[config.mk]
export PLATFORM = sky130hd
export DESIGN_NAME = swh_div
export DESIGN_NICKNAME = d
export VERILOG_FILES = /design/src/design/swh_pkg.sv /design/src/design/swh_div.sv
export SDC_FILE = /design/constraint.sdc
export NUM_CORES = 2
export LEC_CHECK = 0
export BUFFER_PORTS_ARGS = -buffer_cell sky130_fd_sc_hd__buf_2
export CORE_MARGIN = 2
export CORE_UTILIZATION = 40
export CTS_CLUSTER_DIAMETER = 50
export DETAILED_ROUTE_END_ITERATION = 16
export PLACE_DENSITY = 0.62
export SLEW_MARGIN = 20
export SYNTH_ARGS = -nofsm -noshare
export SYNTH_HDL_FRONTEND = slang
export SYNTH_SLANG_ARGS = --single-unit
[constraint.sdc]
create_clock -name clk -period 43.9 [get_ports clk]
set_input_delay 0 -clock clk [delete_from_list [all_inputs] [get_ports clk]]
set_output_delay 0 -clock clk [all_outputs]
set_load 0.02 [all_outputs]
[src/design/swh_pkg.sv]
// Package for the shallow-water HLLC flux pipeline: payload types,
// register codes and saturating Q16.16 helpers. No dependencies.
`default_nettype none
package swh_pkg;

	typedef logic signed [31:0] q_t;

	typedef struct packed {
		logic        [30:0] height_left;
		logic signed [31:0] vel_x_left;
		logic signed [31:0] vel_y_left;
		logic        [30:0] height_right;
		logic signed [31:0] vel_x_right;
		logic signed [31:0] vel_y_right;
	} swh_in_t;

	typedef struct packed {
		logic signed [31:0] flux_mass;
		logic signed [31:0] flux_momentum_x;
		logic signed [31:0] flux_momentum_y;
		logic        [30:0] wave_speed;
	} swh_out_t;

	// per-interface values carried alongside the long arithmetic units
	typedef struct packed {
		q_t   h_l;
		q_t   h_r;
		q_t   u_l;
		q_t   u_r;
		q_t   v_l;
		q_t   v_r;
		q_t   q_l;
		q_t   q_r;
		q_t   p_l;
		q_t   p_r;
		q_t   dh;
		q_t   dq;
		logic dry_l;
		logic dry_r;
	} swh_side_t;

	typedef struct packed {
		logic        den_zero;
		logic        cden_nz;
		logic [30:0] wave;
	} swh_mid_t;

	localparam logic [1:0] CFG_DRY_THRESHOLD   = 2'd0;
	localparam logic [1:0] CFG_GRAVITY         = 2'd1;
	localparam logic [1:0] CFG_CONTACT_EPSILON = 2'd2;

	localparam logic [30:0] DRY_THRESHOLD_RST   = 31'd1;
	localparam logic [30:0] GRAVITY_RST         = 31'd642908;
	localparam q_t          CONTACT_EPSILON_RST = 32'sd0;

	localparam q_t Q_ONE  = 32'sd65536;
	localparam q_t Q_HALF = 32'sd32768;
	localparam q_t Q_MAX  = 32'sh7fffffff;
	localparam q_t Q_MIN  = 32'sh80000000;
	localparam q_t Q_ZERO = 32'sd0;

	// root bits and root bits resolved per stage
	localparam int SQRT_BITS  = 24;
	localparam int SQRT_STEPS = 4;
	// quotient bits and quotient bits resolved per stage
	localparam int DIV_BITS   = 48;
	localparam int DIV_STEPS  = 8;

	function automatic q_t sat64(input logic signed [63:0] x);
		if (x > 64'sd2147483647)
			return Q_MAX;
		else if (x < -64'sd2147483648)
			return Q_MIN;
		else
			return x[31:0];
	endfunction

	function automatic q_t sat33(input logic signed [32:0] s);
		if (s[32] != s[31])
			return s[32] ? Q_MIN : Q_MAX;
		else
			return s[31:0];
	endfunction

	function automatic q_t qadd(input q_t a, input q_t b);
		logic signed [32:0] s;
		s = {a[31], a} + {b[31], b};
		return sat33(s);
	endfunction

	function automatic q_t qsub(input q_t a, input q_t b);
		logic signed [32:0] s;
		s = {a[31], a} - {b[31], b};
		return sat33(s);
	endfunction

	function automatic q_t qabs(input q_t a);
		if (a == Q_MIN)
			return Q_MAX;
		else
			return a[31] ? -a : a;
	endfunction

	function automatic q_t qmin(input q_t a, input q_t b);
		return (a < b) ? a : b;
	endfunction

	function automatic q_t qmax(input q_t a, input q_t b);
		return (a > b) ? a : b;
	endfunction

	// round to nearest, ties up: floor((a*b + 2^15) / 2^16)
	function automatic q_t qmul(input q_t a, input q_t b);
		logic signed [63:0] aw;
		logic signed [63:0] bw;
		logic signed [63:0] p;
		aw = 64'(a);
		bw = 64'(b);
		p  = aw * bw + 64'sd32768;
		return sat64(p >>> 16);
	endfunction

	function automatic q_t from_height(input logic [30:0] h);
		return q_t'({1'b0, h});
	endfunction

endpackage
`default_nettype wire

[src/design/swh_div.sv]
// Pipelined saturating Q16.16 quotient (a * 2^16) / b, truncated toward
// zero; a zero divisor gives zero. Depends on swh_pkg.
`default_nettype none
module swh_div
	import swh_pkg::*;
(
	input  wire logic clk,
	input  wire logic en,
	input  wire q_t   num,
	input  wire q_t   den,
	output q_t        quo
);

	localparam int NS = DIV_BITS / DIV_STEPS;

	// index 0 is the operand stage, 1..NS the iteration stages
	logic [32:0]         rem_q [NS+1];
	logic [DIV_BITS-1:0] nq_q  [NS+1];
	logic [31:0]         d_q   [NS+1];
	logic                neg_q [NS+1];
	logic                bz_q  [NS+1];

	logic [32:0]         rem_d [NS];
	logic [DIV_BITS-1:0] nq_d  [NS];

	logic [31:0] abs_n;
	logic [31:0] abs_d;
	q_t          quo_d;

	assign abs_n = num[31] ? (~num + 32'd1) : num;
	assign abs_d = den[31] ? (~den + 32'd1) : den;

	always_comb begin
		logic [32:0]         r;
		logic [DIV_BITS-1:0] n;
		logic [32:0]         t;
		for (int k = 0; k < NS; k++) begin
			r = rem_q[k];
			n = nq_q[k];
			for (int j = 0; j < DIV_STEPS; j++) begin
				t = {r[31:0], n[DIV_BITS-1]};
				if (t >= {1'b0, d_q[k]}) begin
					r = t - {1'b0, d_q[k]};
					n = {n[DIV_BITS-2:0], 1'b1};
				end else begin
					r = t;
					n = {n[DIV_BITS-2:0], 1'b0};
				end
			end
			rem_d[k] = r;
			nq_d[k]  = n;
		end
	end

	always_comb begin
		logic [DIV_BITS-1:0] qm;
		qm = nq_q[NS];
		if (bz_q[NS])
			quo_d = Q_ZERO;
		else if (!neg_q[NS])
			quo_d = (qm > DIV_BITS'(32'h7fffffff)) ? Q_MAX : q_t'(qm[31:0]);
		else
			quo_d = (qm > DIV_BITS'(32'h80000000)) ? Q_MIN : -q_t'(qm[31:0]);
	end

	always_ff @(posedge clk) begin
		if (en) begin
			rem_q[0] <= '0;
			nq_q[0]  <= DIV_BITS'({abs_n, 16'b0});
			d_q[0]   <= abs_d;
			neg_q[0] <= num[31] ^ den[31];
			bz_q[0]  <= (den == Q_ZERO);
			for (int k = 0; k < NS; k++) begin
				rem_q[k+1] <= rem_d[k];
				nq_q[k+1]  <= nq_d[k];
				d_q[k+1]   <= d_q[k];
				neg_q[k+1] <= neg_q[k];
				bz_q[k+1]  <= bz_q[k];
			end
			quo <= quo_d;
		end
	end

endmodule
`default_nettype wire

# Word-level counts from Yosys, hierarchy flattened

Memory sizes are Yosys's and may differ from the RTL's.
Cells that the tools add are included.

Bitwise logic cells: 3
Muxes and demuxes: 103
Reductions and logical operators: 1
Add/sub/neg operators: 51
Order comparisons: 50

Operators by type and width:

| kind                    | count |
|---|---|
| $ge A33 B32 Y1          | 48 |
| $mux W32                | 47 |
| $sub A32 B32 Y32        | 42 |
| $mux W33                | 6 |
| $sub A33 B32 Y33        | 6 |
| $add A32 B1 Y32 const B | 2 |
| $not A32 Y32            | 2 |
| $mux W1                 | 50 |
| $gt A48 B31 Y1 const B  | 1 |
| $gt A48 B32 Y1 const B  | 1 |
| $logic_not A32 Y1       | 1 |
| $neg A32 Y32            | 1 |
| $xor A1 B1 Y1           | 1 |

Input bits: 66
Memories kept: 5
Flip-flop bits (word level): 32
Output and inout bits: 32
RAM bits: 805

Memories:

| name  | words | width | rd ports | clocked after memory_dff | wr ports | line          | text |
|---|---|---|---|---|---|---|---|
| nq_q  | 7     | 48    | 7        | 0                        | 7        | swh_div.sv:18 | `logic [DIV_BITS-1:0] nq_q [NS+1];` |
| rem_q | 7     | 33    | 6        | 0                        | 7        | swh_div.sv:17 | `logic [32:0] rem_q [NS+1];` |
| d_q   | 7     | 32    | 6        | 0                        | 7        | swh_div.sv:19 | `logic [31:0] d_q [NS+1];` |
| bz_q  | 7     | 1     | 7        | 0                        | 7        | swh_div.sv:21 | `logic bz_q [NS+1];` |
| neg_q | 7     | 1     | 7        | 0                        | 7        | swh_div.sv:20 | `logic neg_q [NS+1];` |

# Depth between registers and ports, before layout

Word-level depth: 16
Gate-level depth with buffers: 140

# Worst setup path before layout

No wires, ideal clock.

Path kind: reg2reg
From: memory d_q[3][1]
To: memory rem_q[4][2] (data pin)
Clock period less this slack: 28552 ps
Library setup time: 287 ps
Cell stages (with the launch flop): 136
Data arrival time: 28265 ps
Path slack: 15348 ps
Required time: 43613 ps
Cell sequence: edfxtp_1 -> inv_1 -> ha_1 -> nor2b_1 -> o21ai_0 -> a21boi_0 -> o31ai_1 -> a21oi_1 -> o21a_1 -> o21ai_0 -> clkbuf_1 -> clkbuf_1 -> clkbuf_1 -> nor2_1 -> a21oi_1 -> inv_1 -> ha_1 -> nor2b_1 -> [... 100 more ...] -> ha_1 -> nor2b_1 -> o21ai_0 -> a21oi_1 -> o21ai_0 -> a211oi_1 -> a211o_1 -> a221oi_1 -> a21oi_1 -> o2bb2ai_1 -> o21a_1 -> a41o_1 -> o31ai_1 -> a31o_2 -> clkbuf_1 -> nand2_1 -> a211oi_1 -> a222oi_1

RTL lines:

| item            | line |
|---|---|
| start, declared | swh_div.sv:19 |
| end, declared   | swh_div.sv:17 |

==> qor.csv <==
stage;metric;value;unit
clocking;ctsRootBufferMaster;clkbuf_16;
floorplan;die_w;529;um
job;drv_cap;0;
floorplan;die_area;0.280;sq mm
logic_synthesis;synth_mux_area_share;10.7;%
logic_synthesis;synth_compound_area_share;24.0;%
drt;first_pass_iters;9;
logic_synthesis;synth_edf_count;646;
timing;finalClockSkew;0.0753;ns
drt;vias;102824;
worst_setup_path;cp_slowest_cell;o211a_1;
timing;setup_viol;0;
worst_setup_path;crit_required;44.39;ns
floorplan;row_count;192;
global_route;grt_pass1_wl;561000;um
place;place_congestion;0.965;
worst_setup_path;cp_max_fo;75;
drt;drt-total-wl;370000;um
logic_synthesis;synth_top_flop_cell;edfxtp_1;
worst_setup_path;arrival;36.27;ns
worst_setup_path;path_class;reg2reg;
logic_synthesis;yosys.area_share.simple;16.8;%
logic_synthesis;yosys_warnings;0;
place;place_hpwl;296000;um
timing;fmax;27.9;MHz
finish;post-route-util;43.5;%
worst_setup_path;crit_path_start_kind;register;
drt;via_per_inst;5.96;
status;status;completed;
floorplan;io_pins;98;
clocking;cts_tree;built;
floorplan;core_region_area;0.274;sq mm
logic_synthesis;syn_inst;13372;
global_route;grt_pass1_vias;94354;
global_route;grt_use_total;25.4;%
worst_setup_path;critPathMostFrequentCell;o21ai_0;
global_route;antenna_found_initial;22;
timing;worst_pin_slew;1.09;ns
logic_synthesis;syn_area_per_cell;8.26;sq um
timing;period_share;81.5;%
drt;drtIter0Drc;9488;
finish;nets;15087;
timing;slew_violations;0;
timing;finalCriticalPeriod;35.78;ns
timing;setup-tns-final;0;ns
logic_synthesis;syn-cell-area;0.110;sq mm
logic_synthesis;synth_top_family_by_area;compound AO/OA/AOI/OAI gates;
floorplan;die_h;529;um
worst_setup_path;max_stage_delay;0.99;ns
logic_synthesis;synthXorXnorAreaFrac;9.70;%
logic_synthesis;seq_area_frac_synth;17.6;%
worst_setup_path;worstSetupEndpointType;register;
clocking;cts_made_buffers;90;
drt;avgRoutedWirePerCell;21.5;um
clocking;path_clk_slew;0.06;ns
timing;hold_viol;0;
logic_synthesis;ys_types;101;
finish;fin_area;0.119;sq mm
logic_synthesis;async_flop_share;0;%
logic_synthesis;synth-seq-cells;646;
global_route;grt_max_degree;181;
logic_synthesis;synth_fa_ha_area_share;17.5;%
clocking;htreeDepth;3;
hold_path;hp-class;in2reg;
finish;nFillCells;27658;
finish;area_growth;8.08;%
clocking;cts_resized;0;
place;placed_cell_area;0.115;sq mm
finish;final_layout_size_suffix_gt1_share;10.2;%
logic_synthesis;synthesis.nets;14966;
place;io_buffers;97;
clocking;cts.sinks;646;
timing;relSlewSlack;26.4;%
global_route;overflow;0;
timing;rsz0062_at_grt;false;
clocking;cts_max_path_buffers;3;
drt;drc;0;
drt;ant_nets;0;
clocking;clock_latency;0.75;ns
floorplan;initial_utilization;40.3;%
[flip-flops by register name, indices dropped and copies added, names as in the netlist]
signal	cells
nq_q	248
d_q	192
rem_q	160
quo	32
bz_q	7
neg_q	7
[routing by layer]
metal	vias up	GRT usage [%]	share of wire, %
met5	-	0	0.019
met1	48408	35.7	46
li1	50515	-	-
met2	3368	39.6	43
met3	521	3.47	7.2
met4	12	8.19	3.3
[through the flow]
stage	cells	setup slack, ns	hold slack (ns)
floorplan	13372	15.35	0.0989
global placement	16974	9.45	0.231
detailed placement	16974	8.89	0.230
CTS	17253	8.79	0.0325
global route	17261	5.19	0.0984
finish	17265	8.12	0.0732
[cells by family (layout without fill, tap and decap cells)]
group,Yosys count,after routing
flip-flops,646,646
buffers and inverters,1033,1228
AND/OR/NAND/NOR,3774,3774
AO/OA/AOI/OAI,4102,4102
other,0,12
XOR/XNOR,1223,1223
multiplexers,1066,1066
adder cells (fa/ha/maj),1528,1528
[worst max-delay path, delay by kind of cell (launching register included)]
kind | cells | cell delay, ns
DFF | 1 | 0.71
AOI/OAI and AO/OA | 77 | 21.51
buffers and inverters | 16 | 4.28
adders and majority gates | 8 | 2.33
muxes | 5 | 1.94
and+or+nand+nor | 24 | 4.62
[cells in the final DEF, fill, tap and decap left out, types with 212 or more instances in the layout]
master    instances
a21o_1          625
a21oi_1        1177
edfxtp_1        646
ha_1           1495
inv_1           725
mux2_2          826
nand2_1         890
nand3_1         290
nand4_1         212
nor2_1          983
nor3_1          308
o21ai_0         780
xnor2_1         881
xor2_1          342
[synth_stat cells, types with 44 or more instances]
library cell | n | area share, %
a21oi_1 | 1177 | 5.3
o31ai_1 | 106 | 0.72
nor2b_1 | 202 | 1.1
ha_1 | 1495 | 17
a211oi_1 | 165 | 1.1
nor4_1 | 76 | 0.43
buf_2 | 59 | 0.27
and2_1 | 77 | 0.44
nor3b_1 | 45 | 0.31
a21o_1 | 626 | 4.3
o21a_1 | 204 | 1.4
buf_1 | 44 | 0.15
inv_1 | 725 | 2.5
nand2b_1 | 188 | 1.1
o21bai_1 | 187 | 1.3
a21boi_0 | 105 | 0.71
o211ai_1 | 78 | 0.53
mux2_2 | 826 | 8.4
o21ai_0 | 781 | 3.5
xor2_1 | 342 | 2.7
or2_2 | 79 | 0.45
nand3_1 | 290 | 1.3
edfxtp_1 | 646 | 18
nor2_1 | 986 | 3.4
nor3_1 | 309 | 1.4
mux2i_1 | 128 | 1.2
clkbuf_1 | 169 | 0.57
mux2_1 | 108 | 1.1
xnor2_1 | 881 | 7.0
nand2_1 | 890 | 3.0
nand4_1 | 212 | 1.2
a31oi_1 | 133 | 0.75
and3_1 | 159 | 0.90
or3_1 | 132 | 0.75
[path summary, 6_finish.rpt]
kind,depth (start not counted),startpoint,slack [ns],end
min,2,num[31],0.07,neg_q[0]
max,130,d_q[3][1],8.12,rem_q[4][20]
max reg2reg,130,d_q[3][1],8.12,rem_q[4][20]
min reg2reg,0,nq_q[3][2],0.38,nq_q[4][10]
[layout make-up]
type | count | area, sq um | share of cell area, %
diodes | 12 | 30.0 | 0.0252
clock buffers | 95 | 2270 | 1.90
clock inverters | 71 | 648 | 0.543
inverters | 752 | 2820 | 2.37
multi-input cells | 11693 | 87100 | 73.0
flip-flops and latches | 646 | 19400 | 16.3
well taps | 3686 | 4610 | 3.87
repair buffers | 310 | 2400 | 2.01
[timing repair]
| action | in CTS | in global routing |
|---|---|---|
| buffers inserted | 0 | 0 |
| hold buffers | 113 | 0 |
| hold endpoints to repair | 118 | 0 |
| endpoints found under the setup margin | 0 | 0 |
Power is left out: the tool's default activity adds up to more than one toggle a clock period on the data nets, which glitch-free logic cannot reach.
