$ cat src/design/swh_pkg.sv
// Package for the shallow-water HLLC flux pipeline: payload types,
// register codes and saturating Q16.16 helpers. No dependencies.
`default_nettype none
package swh_pkg;

	typedef logic signed [31:0] q_t;

	typedef struct packed {
		logic        [30:0] height_left;
		logic signed [31:0] vel_x_left;
		logic signed [31:0] vel_y_left;
		logic        [30:0] height_right;
		logic signed [31:0] vel_x_right;
		logic signed [31:0] vel_y_right;
	} swh_in_t;

	typedef struct packed {
		logic signed [31:0] flux_mass;
		logic signed [31:0] flux_momentum_x;
		logic signed [31:0] flux_momentum_y;
		logic        [30:0] wave_speed;
	} swh_out_t;

	// per-interface values carried alongside the long arithmetic units
	typedef struct packed {
		q_t   h_l;
		q_t   h_r;
		q_t   u_l;
		q_t   u_r;
		q_t   v_l;
		q_t   v_r;
		q_t   q_l;
		q_t   q_r;
		q_t   p_l;
		q_t   p_r;
		q_t   dh;
		q_t   dq;
		logic dry_l;
		logic dry_r;
	} swh_side_t;

	typedef struct packed {
		logic        den_zero;
		logic        cden_nz;
		logic [30:0] wave;
	} swh_mid_t;

	localparam logic [1:0] CFG_DRY_THRESHOLD   = 2'd0;
	localparam logic [1:0] CFG_GRAVITY         = 2'd1;
	localparam logic [1:0] CFG_CONTACT_EPSILON = 2'd2;

	localparam logic [30:0] DRY_THRESHOLD_RST   = 31'd1;
	localparam logic [30:0] GRAVITY_RST         = 31'd642908;
	localparam q_t          CONTACT_EPSILON_RST = 32'sd0;

	localparam q_t Q_ONE  = 32'sd65536;
	localparam q_t Q_HALF = 32'sd32768;
	localparam q_t Q_MAX  = 32'sh7fffffff;
	localparam q_t Q_MIN  = 32'sh80000000;
	localparam q_t Q_ZERO = 32'sd0;

	// root bits and root bits resolved per stage
	localparam int SQRT_BITS  = 24;
	localparam int SQRT_STEPS = 4;
	// quotient bits and quotient bits resolved per stage
	localparam int DIV_BITS   = 48;
	localparam int DIV_STEPS  = 8;

	function automatic q_t sat64(input logic signed [63:0] x);
		if (x > 64'sd2147483647)
			return Q_MAX;
		else if (x < -64'sd2147483648)
			return Q_MIN;
		else
			return x[31:0];
	endfunction

	function automatic q_t sat33(input logic signed [32:0] s);
		if (s[32] != s[31])
			return s[32] ? Q_MIN : Q_MAX;
		else
			return s[31:0];
	endfunction

	function automatic q_t qadd(input q_t a, input q_t b);
		logic signed [32:0] s;
		s = {a[31], a} + {b[31], b};
		return sat33(s);
	endfunction

	function automatic q_t qsub(input q_t a, input q_t b);
		logic signed [32:0] s;
		s = {a[31], a} - {b[31], b};
		return sat33(s);
	endfunction

	function automatic q_t qabs(input q_t a);
		if (a == Q_MIN)
			return Q_MAX;
		else
			return a[31] ? -a : a;
	endfunction

	function automatic q_t qmin(input q_t a, input q_t b);
		return (a < b) ? a : b;
	endfunction

	function automatic q_t qmax(input q_t a, input q_t b);
		return (a > b) ? a : b;
	endfunction

	// round to nearest, ties up: floor((a*b + 2^15) / 2^16)
	function automatic q_t qmul(input q_t a, input q_t b);
		logic signed [63:0] aw;
		logic signed [63:0] bw;
		logic signed [63:0] p;
		aw = 64'(a);
		bw = 64'(b);
		p  = aw * bw + 64'sd32768;
		return sat64(p >>> 16);
	endfunction

	function automatic q_t from_height(input logic [30:0] h);
		return q_t'({1'b0, h});
	endfunction

endpackage
`default_nettype wire

$ cat src/design/swh_sqrt.sv
// Pipelined floor(sqrt(x * 2^16)) for non-negative Q16.16 values.
// Depends on swh_pkg.
`default_nettype none
module swh_sqrt
	import swh_pkg::*;
(
	input  wire logic                 clk,
	input  wire logic                 en,
	input  wire q_t                   x,
	output logic      [SQRT_BITS-1:0] root
);

	localparam int NS = SQRT_BITS / SQRT_STEPS;
	localparam int VW = 2 * SQRT_BITS;
	localparam int RW = SQRT_BITS + 2;

	logic [RW-1:0]        rem_q  [NS];
	logic [SQRT_BITS-1:0] root_q [NS];
	logic [VW-1:0]        v_q    [NS];

	logic [RW-1:0]        rem_d  [NS];
	logic [SQRT_BITS-1:0] root_d [NS];
	logic [VW-1:0]        v_d    [NS];

	logic [VW-1:0] v_in;

	assign v_in = (x <= 0) ? '0 : VW'({x, 16'b0});

	always_comb begin
		logic [RW-1:0]        r;
		logic [SQRT_BITS-1:0] s;
		logic [VW-1:0]        v;
		logic [RW+1:0]        t;
		logic [RW+1:0]        trial;
		for (int k = 0; k < NS; k++) begin
			if (k == 0) begin
				r = '0;
				s = '0;
				v = v_in;
			end else begin
				r = rem_q[k-1];
				s = root_q[k-1];
				v = v_q[k-1];
			end
			for (int j = 0; j < SQRT_STEPS; j++) begin
				t     = {r, v[VW-1 -: 2]};
				trial = (RW+2)'({s, 2'b01});
				if (t >= trial) begin
					r = RW'(t - trial);
					s = {s[SQRT_BITS-2:0], 1'b1};
				end else begin
					r = RW'(t);
					s = {s[SQRT_BITS-2:0], 1'b0};
				end
				v = {v[VW-3:0], 2'b00};
			end
			rem_d[k]  = r;
			root_d[k] = s;
			v_d[k]    = v;
		end
	end

	always_ff @(posedge clk) begin
		if (en) begin
			for (int k = 0; k < NS; k++) begin
				rem_q[k]  <= rem_d[k];
				root_q[k] <= root_d[k];
				v_q[k]    <= v_d[k];
			end
		end
	end

	assign root = root_q[NS-1];

endmodule
`default_nettype wire

$ cat config.mk
export PLATFORM = sky130hd
export DESIGN_NAME = swh_sqrt
export DESIGN_NICKNAME = d
export VERILOG_FILES = /design/src/design/swh_pkg.sv /design/src/design/swh_sqrt.sv
export SDC_FILE = /design/constraint.sdc
export NUM_CORES = 1
export LEC_CHECK = 0
export BUFFER_PORTS_ARGS = -buffer_cell sky130_fd_sc_hd__buf_4
export CORE_ASPECT_RATIO = 1.75
export CORE_MARGIN = 3
export CORE_UTILIZATION = 55
export CTS_CLUSTER_DIAMETER = 40
export DETAILED_ROUTE_END_ITERATION = 10
export PLACE_DENSITY = 0.71
export SKIP_LAST_GASP = 1
export SLEW_MARGIN = 20
export SYNTH_ARGS = -nofsm -noshare
export SYNTH_HDL_FRONTEND = slang
export SYNTH_SLANG_ARGS = --single-unit
$ cat constraint.sdc
create_clock -name clk -period 16.9 [get_ports clk]
set_clock_uncertainty 0.15 [all_clocks]
set_input_delay 3.38 -clock clk [delete_from_list [all_inputs] [get_ports clk]]
set_output_delay 3.38 -clock clk [all_outputs]
set_load 0.02 [all_outputs]
Word-level counts from Yosys, hierarchy flattened
Memory sizes are Yosys's and may differ from the RTL's.
Cells that the tools add are included.
{"block": "word_totals", "ff_bits": 0, "word_cells": 103, "n_memories": 3, "ramBits": 540, "output_inout_bits": 24}
{"name": "v_q", "words": 6, "width": 40, "rd": 5, "rd_clocked_by_memory_dff": 0, "wr": 6, "line": "swh_sqrt.sv:19", "text": "logic [VW-1:0] v_q [NS];"}
{"name": "rem_q", "words": 6, "width": 26, "rd": 5, "rd_clocked_by_memory_dff": 0, "wr": 6, "line": "swh_sqrt.sv:17", "text": "logic [RW-1:0] rem_q [NS];"}
{"name": "root_q", "words": 6, "width": 24, "rd": 6, "rd_clocked_by_memory_dff": 0, "wr": 6, "line": "swh_sqrt.sv:18", "text": "logic [SQRT_BITS-1:0] root_q [NS];"}
{"block": "classes", "n_lt_le_gt_ge": 25, "addsub": 24, "mux": 51}
{"cell": "$mux W26", "count": 24}
{"cell": "$ge A28 B26 Y1", "count": 20}
{"cell": "$sub A26 B26 Y26", "count": 20}
{"cell": "$mux W48", "count": 1}
{"cell": "$le A32 B1 Y1 const B", "count": 1}
{"cell": "$ge A28 B3 Y1", "count": 1}
{"cell": "$ge A28 B4 Y1", "count": 1}
{"cell": "$ge A28 B5 Y1", "count": 1}
{"cell": "$mux W1", "count": 26}
{"cell": "$sub A26 B3 Y26", "count": 1}
{"cell": "$sub A26 B4 Y26", "count": 1}
{"cell": "$sub A26 B5 Y26", "count": 1}
{"cell": "$sub A2 B1 Y3 const B", "count": 1}
{"cell": "$ge A2 B1 Y1 const B", "count": 1}

Logic depth before layout (Yosys ltp)
Gate-level depths: netlist of the first run.
{"block": "depth", "ltp_word": 10, "mapped_depth": 71, "ltp_nobuf": 66}

Worst setup path after synthesis of the first run
No wires, ideal clock.
{"block": "synth_timing", "path_type": "register to register", "start": "memory root_q[4][0]", "end": "memory root_q[5][0], data pin", "path_slack_ns": 4.363, "t_arrival_ns": 12.114, "stages_incl_launch_ff": 71, "period_less_slack_ns": 12.537, "n_path_buf": 5, "cell_sequence": "edfxtp_1 -> inv_1 -> ha_1 -> inv_1 -> fa_1 -> nor2b_1 -> o21ai_0 -> a21boi_0 -> o21ai_0 -> a21boi_0 -> o2111ai_1 -> nand3_1 -> a31oi_1 -> o31ai_1 -> or2_2 -> clkbuf_1 -> clkbuf_1 -> nand2_1 -> [35 not listed] -> clkbuf_1 -> clkbuf_1 -> o21a_1 -> ha_1 -> a21o_1 -> a21o_1 -> a21oi_1 -> nor2b_1 -> o21ai_0 -> nand2b_1 -> a21oi_1 -> nor2b_1 -> o21ai_0 -> o21ai_0 -> a211oi_1 -> and3_1 -> and3_1 -> o211ai_1"}
{"element": "start, declared", "line": "swh_sqrt.sv:18"}

==> results of run 1 <==
## power groups by stage
stage               combinational [uW]  clock [uW]  sequential [uW]
floorplan                         4200           0             1080
global placement                  5380           0             1150
detailed placement                5400           0             1160
CTS                               5440         836             1140
global route                      6050         861             1160
finish                            5510         821             1150
## sequential cells by signal, indices dropped and copies added (netlist names)
name / flops
v_q: 48
rem_q: 129
root_q: 84
## final timing paths
| path | startpoint | endpoint |
|---|---|---|
| setup / recovery | root_q[4][0] | root_q[5][0] |
| hold / removal | v_q[0][28] | v_q[1][36] |
| setup reg to reg | root_q[4][0] | root_q[5][0] |
| hold reg to reg | v_q[0][28] | v_q[1][36] |
## layout by cell type, fill, tap and decap left out, types with 53 or more instances in the layout
cell type and n:
o21ai_0 197, a21o_1 102, buf_4 78, edfxtp_1 261, nor2_1 382, ha_1 305, nand3_1 107, a21oi_1 344
nand2_1 302, nand4_1 61, inv_1 198, nor2b_1 53, xnor2_1 223, nand2b_1 53, xor2_1 122, nor3_1 103
and2_1 59
## worst reg2reg max path, delay by kind of cell, from the launching register on
kind / cells / cell delay [ns]
buf+inv: 9 / 1.87
simple gates: 15 / 2.72
flops: 1 / 0.46
compound gates: 34 / 7.34
fa+ha+maj: 6 / 1.56
## per-layer routing
metal / routed length [um] / track usage / up-vias / share of wire
met1: 34100 / 0.318 / 13700 / 0.35
li1: - / - / 14100 / -
met5: 0 / 0 / - / 0
met2: 52400 / 0.620 / 955 / 0.54
met3: 3700 / 0.0313 / 398 / 0.038
met4: 7470 / 0.209 / 0 / 0.077
## kinds of logic (layout without fill, tap and decap cells)
group                      after synthesis  in the layout  share of synthesized area
DFF                                    261            261                      0.253
and+or+nand+nor                       1387           1387                      0.226
other                                    1              3                   0.000121
adders and majority gates              308            308                      0.125
buffers and inverters                  301            353                     0.0381
AOI/OAI and AO/OA                     1097           1097                      0.233
muxes                                   76             76                     0.0268
xor gates and xnor gates               346            346                     0.0980
## through the flow
step	hold WS (ns)	instances	setup slack, ns
after floorplan	0.250	3779	4.36
after global placement	0.250	4461	2.79
after detailed placement	0.255	4461	2.68
after CTS	0.265	4527	2.65
after global routing	0.267	4527	1.17
final	0.263	4527	2.52
## final cells by class
type                       instances  area [um2]  area share
clock buffer                      39         955      0.0286
inverter                         208         785      0.0235
multi-input combinational       3217       22000       0.658
tap                              696         871      0.0261
sequential                       261        7840       0.234
clock inverter                    27         372      0.0111
timing repair buffer              79         601      0.0180
==> results.cfg, run 1 <==
[route]
first_pass_iters = 7
drtAntennaViolNets = 0
dr.first_iter.drc_count = 2052
routed_via_density = 6.43
drt_wl_total_um = 97600
via_count = 29100
wire_per_inst_um = 21.6
drc = 0

[clock_network]
cts-buffers-inserted = 36
ctsHoldBuffers = 0
cts.sinks = 261
insertion_delay_ns = 0.56
clk_pin_slew_ns = 0.07
cts-root-buf = clkbuf_16
postCtsSetupRepairBufs = 0
cts-resized-gates = 0
h-tree-depth = 2
cts.path.max_buffers = 3
tritoncts = yes

[placed_design]
port-buffer-count = 57
hpwl_um = 79200
placed_area_mm2 = 0.0321
globalplace.congestion = 0.958

[power_and_ir_drop]
vdd_ir_drop_max_uv = 139
power_uw = 7470
p_seq_frac = 0.153
p_switching_uw = 3800
combinationalPowerShare = 0.737
p_int_uw = 3680
switching_share = 0.508
p_leak_uw = 0.0137
p_clk_frac = 0.110
p_per_area_mw_per_mm2 = 224

[synth]
synth.most_common_cell = nor2_1
syn_area_mm2 = 0.0310
avgSynthCellArea_um2 = 8.20
yosys.area.top_type = edfxtp_1
synth_edf_count = 261
yosys-top-cells-area = edfxtp_1, ha_1, xnor2_1
ys_seq_area_frac = 0.253
async_flop_share = 0
synth_cell_types = 113
yosys_warnings = 0
ys_ff_latch = 261
postSynthCellCount = 3777
synth_common_cells = nor2_1, a21oi_1, ha_1
synth_top_area_frac = 0.253
ys.flop_type = edfxtp_1

[global_route]
grt_first_pass_wirelength_um = 151000
grt_max_degree = 79
grt_antenna_before_repair = 0
grt-ovfl-total = 0
grt_pass1_vias = 28300
grt_use_total = 0.321

[sta]
worst_slew_pin_slew_ns = 1.06
finalSetupTns_ns = 0
period_share = 0.851
slew_headroom = 0.296
fmax_ghz = 0.0696
hold_viol = 0
min_period_ns = 14.38
slew_violations = 0
finalSetupViolations = 0
rsz0062_at_grt = no

[run_status]
run_status = finished, final reports clean

[finish]
n_fill_cell = 5064
final_layout_size_suffix_gt1_frac = 0.0760
fin_nets = 4145
post-route-util = 0.602
n_antenna_cell = 0
area_delta_synth_final_pct = 7.86
fin_area_mm2 = 0.0334

[critical_path]
crit_slowest_cell = o31ai_1
crit_required_ns = 17.03
reg2regPathDepth = 64
worst_ep_arrival_time_ns = 14.51
cp-end-kind = flop
crit_top_cell = o21ai_0
worstPathMaxFanout = 31
crit_family = compound AO/OA/AOI/OAI gates
slowest_delay_ns = 0.65
crit_type = reg -> reg
worstSetupStartpointType = flop
critical_path_depth = 64
rrSetupSlack_ns = 2.52
cp.buffers_inverters = 9

[floorplan]
die_w_um = 185
ios = 58
start_util = 0.558
floorplan.rows = 114
fp.dieH_um = 320
core-area_mm2 = 0.0555
dieArea_mm2 = 0.0593

[hold_path]
min_path_cells = 0
hold_class = reg -> reg

[flow_run]
drv_cap = 0
(Power assumes the default switching activity.)
==> inputs of run 2 (changes only) <==
Settings changed: CORE_MARGIN 3 to 2, CORE_UTILIZATION 55 to 59, PLACE_DENSITY 0.71 to 0.76.
==> run 2 against run 1 <==
Effect of this change: cell count decreased by 0.31%; first-iteration DRC count increased by 3.1%; setup slack improved by 0.76 ns; critical endpoint is now rem_q[4][23]; highest routed layer unchanged.
==> results.cfg, run 2 (same netlist as run 1, synthesis figures left out) <==
[finish]
area_delta_synth_final_pct = 7.85
fin_area_mm2 = 0.0334
largest_reg_flops = 129
final_cell_mix = nor2_1, a21oi_1, ha_1
multi_input_area_mm2 = 0.0220
final_common_cell = nor2_1
reg_top3 = rem_q: 129 flops, root_q: 84 flops, v_q: 48 flops
final_layout_size_suffix_gt1_frac = 0.0764
final_cell_count_no_fill = 4513
regArea_mm2 = 0.00784
n_antenna_cell = 0
largest-register = rem_q
fin_nets = 4149
n_fill_cell = 4587
post-route-util = 0.642

[power_and_ir_drop]
vdd_ir_drop_max_uv = 154
p_switching_uw = 3910
p_per_area_mw_per_mm2 = 228
switching_share = 0.514
p_int_uw = 3700
p_clk_frac = 0.110
p_seq_frac = 0.150
combinationalPowerShare = 0.740
p_leak_uw = 0.0137

[route]
wl_met3_um = 4120
drtAntennaViolNets = 0
drc = 0
routed_via_density = 6.52
drt_wl_total_um = 97200
first_pass_iters = 6
dr.first_iter.drc_count = 2116
wire_per_inst_um = 21.5
route.met2.wl_um = 51200
via_count = 29400
met1_length_um = 32400
topRoutingLayerUsed = met4

[sta]
worst_slew_pin_slew_ns = 1.02
hold_viol = 0
fmax_ghz = 0.0734
period_share = 0.806
min_period_ns = 13.62
fin_hold_ws_ns = 0.258
slew_headroom = 0.322
slew_violations = 0
finalSetupTns_ns = 0
rsz0062_at_grt = no
finalSetupViolations = 0

[placed_design]
globalplace.congestion = 1.00
port-buffer-count = 57
dp.cells = 4445
hpwl_um = 78600
placed_area_mm2 = 0.0321

[floorplan]
ios = 58
fp.dieH_um = 307
floorplan.rows = 111
die_w_um = 177
core-area_mm2 = 0.0521
start_util = 0.595
dieArea_mm2 = 0.0544

[critical_path]
reg2regPathDepth = 60
worst_r2r_endpoint = rem_q[4][23]
crit_slowest_cell = a2111oi_0
worstSetupStartpointType = flop
cp-end-kind = flop
reg2reg_from = root_q[3][0]
crit_top_cell = a21oi_1
worst_ep_arrival_time_ns = 13.78
crit_type = reg -> reg
worstPathMaxFanout = 36
rrSetupSlack_ns = 3.28
slowest_delay_ns = 0.51
crit_required_ns = 17.06

[hold_path]
min_path_cells = 0
hold_class = reg -> reg
hold_path_end = v_q[1][38]
min_from = v_q[0][30]

[global_route]
grt_first_pass_wirelength_um = 149000
grt_antenna_before_repair = 0
grt-ovfl-total = 0
grt_use_total = 0.350
grt_pass1_vias = 28800
grt_max_degree = 73

[clock_network]
ctsHoldBuffers = 0
cts-root-buf = clkbuf_16
cts-resized-gates = 0
h-tree-depth = 2
clk_pin_slew_ns = 0.06
cts.path.max_buffers = 3
cts.sinks = 261
insertion_delay_ns = 0.58
postCtsSetupRepairBufs = 0
tritoncts = yes
cts-buffers-inserted = 38

[run_status]
run_status = finished, final reports clean

[flow_run]
drv_cap = 0
## run 2: power by group through the flow
stage	Combinational, uW	Clock (uW)	Sequential (uW)
6_report	5630	836	1140
3_3_place_gp	5420	0	1150
3_5_place_dp	5480	0	1150
4_1_cts	5510	848	1130
2_1_floorplan	4200	0	1080
5_1_grt	6170	871	1150
## run 2: worst max-delay path by stage
| stage | endpoint | cells past startpoint | startpoint |
|---|---|---|---|
| floorplan | root_q[5][0] | 70 | root_q[4][0] |
| global placement | root_q[5][0] | 64 | root_q[4][0] |
| detailed placement | rem_q[4][23] | 60 | root_q[3][0] |
| CTS | root_q[5][0] | 64 | root_q[4][0] |
| global route | root_q[5][0] | 66 | root_q[4][0] |
| finish | rem_q[4][23] | 60 | root_q[3][0] |
## run 2: through the flow
step	setup slack (ns)	power [uW]
2_1_floorplan	4.36	5270
3_3_place_gp	3.80	6560
3_5_place_dp	3.55	6620
4_1_cts	3.51	7490
5_1_grt	1.91	8190
6_report	3.28	7610
## run 2: area by class of cell
cell class / instances / share of cell area
flip-flops and latches: 261 / 0.235
well taps: 678 / 0.0254
clock inverters: 28 / 0.0113
multi-input cells: 3217 / 0.658
inverters: 208 / 0.0235
clock buffers: 40 / 0.0287
repair buffers: 81 / 0.0184
## run 2: worst max-delay path: cells and delay by family, from the launching register on
family | cells | cell delay, ns
AOI/OAI and AO/OA | 32 | 6.77
and+or+nand+nor | 10 | 1.99
buffers and inverters | 10 | 1.98
adders and majority gates | 7 | 1.89
DFF | 1 | 0.40
xor gates and xnor gates | 1 | 0.14
## run 2: routing by layer
layer	track usage	up-vias
li1	-	14100
met1	0.321	13700
met2	0.663	1098
met3	0.0444	484
met4	0.305	0
met5	0	-
